==> config.mk <==
export PLATFORM = sky130hd
export DESIGN_NAME = wci_unit
export DESIGN_NICKNAME = d
export VERILOG_FILES = /design/src/hdl/weighted_collocation_index_defines.svh /design/src/hdl/wci_pkg.sv /design/src/hdl/wci_unit.sv
export SDC_FILE = /design/constraint.sdc
export NUM_CORES = 2
export LEC_CHECK = 0
export BUFFER_PORTS_ARGS = -buffer_cell sky130_fd_sc_hd__buf_2
export CAP_MARGIN = 40
export CORE_ASPECT_RATIO = 0.8
export CORE_MARGIN = 1
export CORE_UTILIZATION = 40
export CTS_CLUSTER_DIAMETER = 200
export DETAILED_ROUTE_END_ITERATION = 16
export SYNTH_ARGS = -nofsm -noshare
export SYNTH_HDL_FRONTEND = slang
export SYNTH_SLANG_ARGS = --single-unit
==> constraint.sdc <==
create_clock -name clk -period 25.4 [get_ports clk]
set_input_delay 5.08 -clock clk [delete_from_list [all_inputs] [get_ports clk]]
set_output_delay 5.08 -clock clk [all_outputs]
set_load 0.01 [all_outputs]
==> src/hdl/weighted_collocation_index_defines.svh <==
// Assertion macros for the weighted collocation index block.
// Used by the top level; expects clk and arst_n in scope.
`ifndef WEIGHTED_COLLOCATION_INDEX_DEFINES_SVH
`define WEIGHTED_COLLOCATION_INDEX_DEFINES_SVH

// same-cycle implication
`define WCI_ASSERT_IMP(label, ante, cons) \
	label: assert property (@(posedge clk) disable iff (!arst_n) (ante) |-> (cons)) \
		else $error("weighted_collocation_index: assertion failed");

// next-cycle implication
`define WCI_ASSERT_NXT(label, ante, cons) \
	label: assert property (@(posedge clk) disable iff (!arst_n) (ante) |=> (cons)) \
		else $error("weighted_collocation_index: assertion failed");

`endif

==> src/hdl/wci_pkg.sv <==
// Shared types and constants of the weighted collocation index block.
// No dependencies.
`default_nettype none

package wci_pkg;

	localparam int MAX_SAMPLES = 4096;
	localparam int VAL_W       = 16;
	localparam int MAG_W       = 15;
	localparam int CNT_W       = 13;
	localparam int SUM_W       = 60;
	localparam int HALF_W      = 30;
	localparam int PROD_W      = 60;
	localparam int P_W         = 120;
	localparam int R_W         = 150;
	localparam int QP_W        = 136;
	localparam int WIDE_W      = 152;
	localparam int Q_W         = 16;
	localparam int SH_W        = 7;

	localparam logic [MAG_W-1:0] UNIT_WEIGHT = 15'd256;
	localparam logic [Q_W-1:0]   INDEX_MAX   = 16'd32768;

	typedef enum logic [12:0] {
		ST_IDLE = 13'b0000000000001,
		ST_MW1  = 13'b0000000000010,
		ST_MW2  = 13'b0000000000100,
		ST_MX   = 13'b0000000001000,
		ST_MS1  = 13'b0000000010000,
		ST_MS2  = 13'b0000000100000,
		ST_MACC = 13'b0000001000000,
		ST_CHK  = 13'b0000010000000,
		ST_FIN  = 13'b0000100000000,
		ST_SX1  = 13'b0001000000000,
		ST_SX2  = 13'b0010000000000,
		ST_SX3  = 13'b0100000000000,
		ST_OUT  = 13'b1000000000000
	} state_t;

	typedef struct packed {
		logic [HALF_W-1:0] mul_a;
		logic [HALF_W-1:0] mul_b;
		logic [WIDE_W-1:0] add_a;
		logic [WIDE_W-1:0] add_b;
	} unit_op_t;

endpackage

`default_nettype wire

==> src/hdl/wci_unit.sv <==
// Shared arithmetic unit: registered 30x30 multiplier and a 152-bit adder.
// Depends on wci_pkg.
`default_nettype none

module wci_unit (
	input  wire logic                        clk,
	input  wire wci_pkg::unit_op_t           op,
	output logic [wci_pkg::PROD_W-1:0]       mul_q,
	output logic [wci_pkg::WIDE_W-1:0]       sum
);

	logic [wci_pkg::PROD_W-1:0] prod;

	assign prod = op.mul_a * op.mul_b;
	assign sum  = op.add_a + op.add_b;

	always_ff @(posedge clk) begin
		mul_q <= prod;
	end

endmodule

`default_nettype wire
# Word level (Yosys, flattened, before mapping)
# Cells that the tools add are included.
[word_totals] regBits=60 output_inout_bits=212
[classes] addsub=1 multipliers=1
[op_table] operator="$add 152x152->152" n=1
[op_table] operator="$mul 30x30->60" n=1

# Logic depth before layout (Yosys ltp)
[depth] word_depth=1 ltp_mapped=32

# Worst setup path before layout
# OpenSTA, ideal clock, no wires.
[synth_path] kind="input to output" startpoint="input op[0] (netlist bit)" endpoint="output sum[140] (netlist bit)" n_path_buf=0 stages=15 slack_ps=12243 required_time_ps=20320 arrival_ps=8077 path_cell_list="ha_1 inv_1 fa_1 nand2b_1 a21oi_1 or4b_1 nand3_1 or4b_1 a21oi_2 nor4_1 or2_1 a311oi_2 o21a_1 o21ai_1 xor2_1"
[synth_via] elab_chain_len=1
[synth_rtl] item="from (decl)" line="wci_unit.sv:7" rtl="input wire wci_pkg::unit_op_t op,"
[synth_rtl] item="$add 152x152->152" line="wci_unit.sv:15" rtl="assign sum = op.add_a + op.add_b;"
[synth_rtl] item="to (decl)" line="wci_unit.sv:9" rtl="output logic [wci_pkg::WIDE_W-1:0] sum"
# Every way passes these cells.

# Worst setup path in the final report
[layout_path] startpoint="input op[29] (netlist bit)" endpoint="output sum[98] (netlist bit)"
# Same word-level chain as after synthesis.

==> flow_metrics.env <==
export IMPL_rsz0062_at_grt="false"
export IMPL_ant_nets=0
export IMPL_cp_common_cell="buf_2"
export IMPL_drive_above_1_share=0.122
export IMPL_ys_seq_elements=60
export IMPL_placed_cell_area_mm2=0.0448
export IMPL_cts_post_setup_buffers_inserted=0
export IMPL_first_pass_iters=5
export IMPL_grt_pass1_vias=37100
export IMPL_post_cts_resized=0
export IMPL_syn_instance_count=5018
export IMPL_initial_core_util=0.407
export IMPL_place_gp_congestion=1.01
export IMPL_wire_per_inst_um=22.6
export IMPL_grt_pass1_wl_um=231000
export IMPL_period_share=0.584
export IMPL_relSlewSlack=0.365
export IMPL_worstHoldPathType="input pin to register"
export IMPL_synthFlopType="dfxtp_1"
export IMPL_tns_ns=0
export IMPL_grt_max_degree=31
export IMPL_nets=6898
export IMPL_coreArea_mm2=0.101
export IMPL_ios=577
export IMPL_outcome="finished, final reports clean"
export IMPL_crit_slowest_cell="xnor2_1"
export IMPL_numCtsBuffers=9
export IMPL_hold_ws_ns=5.32
export IMPL_die_w_um=361
export IMPL_setup_violations=0
export IMPL_synth_edff_count=0
export IMPL_end_kind="output port"
export IMPL_startpoint_type="input pin"
export IMPL_postCtsHoldBufs=0
export IMPL_vias=36600
export IMPL_dpl_worst_slack_ns=10.69
export IMPL_hold_violations=0
export IMPL_cp_top_family="compound AO/OA/AOI/OAI gates"
export IMPL_synth_area_mm2=0.0412
export IMPL_required_ns=20.32
export IMPL_grt_ovfl_total=0
export IMPL_syn_nets=6563
export IMPL_drv_cap=0
export IMPL_cts_buffer_depth=2
export IMPL_antenna_found_initial=15
export IMPL_via_per_inst=5.47
export IMPL_synthArstFlopShare=0
export IMPL_ys_seq_area_frac=0.0292
export IMPL_die_h_um=289
export IMPL_crit_chain="buf_2 > ha_1 > and4_1 > and2_1 > a221oi_2 > a31oi_1 > a311oi_2 > a21oi_2 > a21boi_0 > o211ai_1 > a21oi_1 > o21ai_0 > xnor2_1 > buf_2"
export IMPL_dp_hpwl_um=125000
export IMPL_largest_reg_flops=60
export IMPL_gr_usage_all_layers=0.291
export IMPL_yosys_warnings=0
export IMPL_cts_htree_levels=3
export IMPL_path_buf_inv=2
export IMPL_drtIter0Drc=2916
export IMPL_top_register="mul_q"
export IMPL_tightest_slew_ns=0.943
export IMPL_slowest_delay_ns=0.73
export IMPL_design_area_mm2=0.0451
export IMPL_drc_errors=0
export IMPL_totalWireLength_um=151000
export IMPL_row_count=104
export IMPL_crit_type="input pin to output port"
export IMPL_cp_arrival_ns=9.75
export IMPL_period_minus_slack_ns=14.83
export IMPL_path_clk_slew_ns=0.06
export IMPL_cts_tree="built"
export IMPL_clock_sinks=60
export IMPL_fmax_mhz=67.4
export IMPL_cts_root_buf="clkbuf_16"
export IMPL_avgSynthCellArea_um2=8.20
export IMPL_areaGrowthSynthToFinish_pct=9.67
export IMPL_die_area_mm2=0.104
export IMPL_top_regs="mul_q: 60 flops"
export IMPL_worst_slack_ns=10.57
export IMPL_cp_max_fo=8
export IMPL_slew_viol_final=0
export IMPL_port_buffers=576
export IMPL_yosysUniqueCellTypes=79
## Yosys cell counts (7+ instances only)
cell        n  share of area
inv_1     873          0.080
fa_1      781           0.38
nand2_1   603          0.055
and2_1    531          0.081
ha_1      399           0.12
a21oi_1   309          0.038
clkbuf_1  252          0.023
o21ai_0   165          0.020
nor2_1    162          0.015
xnor2_1   136          0.029
a21o_1     97          0.018
nand4_1    92          0.014
xor2_1     74          0.016
dfxtp_1    60          0.029
o21bai_1   58          0.011
nor3_1     42         0.0051
o21a_1     40         0.0073
nand3_1    35         0.0043
a31oi_1    23         0.0035
buf_2      22         0.0027
and3_1     17         0.0026
nor4_1     17         0.0026
o21ai_1    17         0.0021
nand2b_1   16         0.0024
nor2b_1    16         0.0024
or2_2      15         0.0023
a211oi_1   14         0.0026
o211ai_1   13         0.0024
or3_1      11         0.0017
a211o_1    10         0.0021
a21boi_0   10         0.0018
o31ai_1     8         0.0015
a221oi_1    7         0.0015
## placed cells by master, fill, tap and decap left out, types with 97 or more instances in the layout
master	instances
fa_1	781
a21o_1	97
ha_1	399
nor2_1	162
a21oi_1	309
xnor2_1	136
inv_1	873
and2_1	531
nand2_1	603
buf_2	577
o21ai_0	165
## final timing paths
| kind | to | cells past startpoint | slack, ns | from |
|---|---|---|---|---|
| max | sum[98] | 14 | 10.57 | op[29] |
| min | mul_q[0] | 2 | 5.32 | op[334] |
## through the flow
| stage | util | std cells |
|---|---|---|
| global placement | 0.443 | 6666 |
| floorplan | - | 5018 |
| detailed placement | 0.443 | 6666 |
| CTS | 0.446 | 6682 |
| finish | 0.446 | 6689 |
| global route | 0.446 | 6686 |
## per-layer routing
metal / up-vias / track usage / wire length [µm]
met5: - / 0 / 38
met4: 6 / 0.0861 / 4760
met3: 184 / 0.0469 / 11800
met2: 1506 / 0.445 / 66300
met1: 18400 / 0.422 / 68500
li1: 16500 / - / -
## final cells by class
| type | instances | area [µm²] |
|---|---|---|
| clock buffers | 12 | 246 |
| repair buffers | 598 | 3050 |
| clock inverters | 4 | 72.6 |
| flip-flops and latches | 60 | 1200 |
| inverters | 873 | 3280 |
| well taps | 1325 | 1660 |
| diodes | 6 | 15.0 |
| fillers | 10300 | 56100 |
| multi-input cells | 3811 | 35600 |
## logic make-up after synthesis
kind of cell	after synthesis	share of synthesized area
compound gates	844	0.128
xor+xnor	210	0.0447
simple gates	1577	0.192
fa+ha+maj	1180	0.501
flops	60	0.0292
buf+inv	1147	0.105
Power is not shown: default switching activity piles up to over one toggle a cycle in this logic, so the estimate is an artifact.
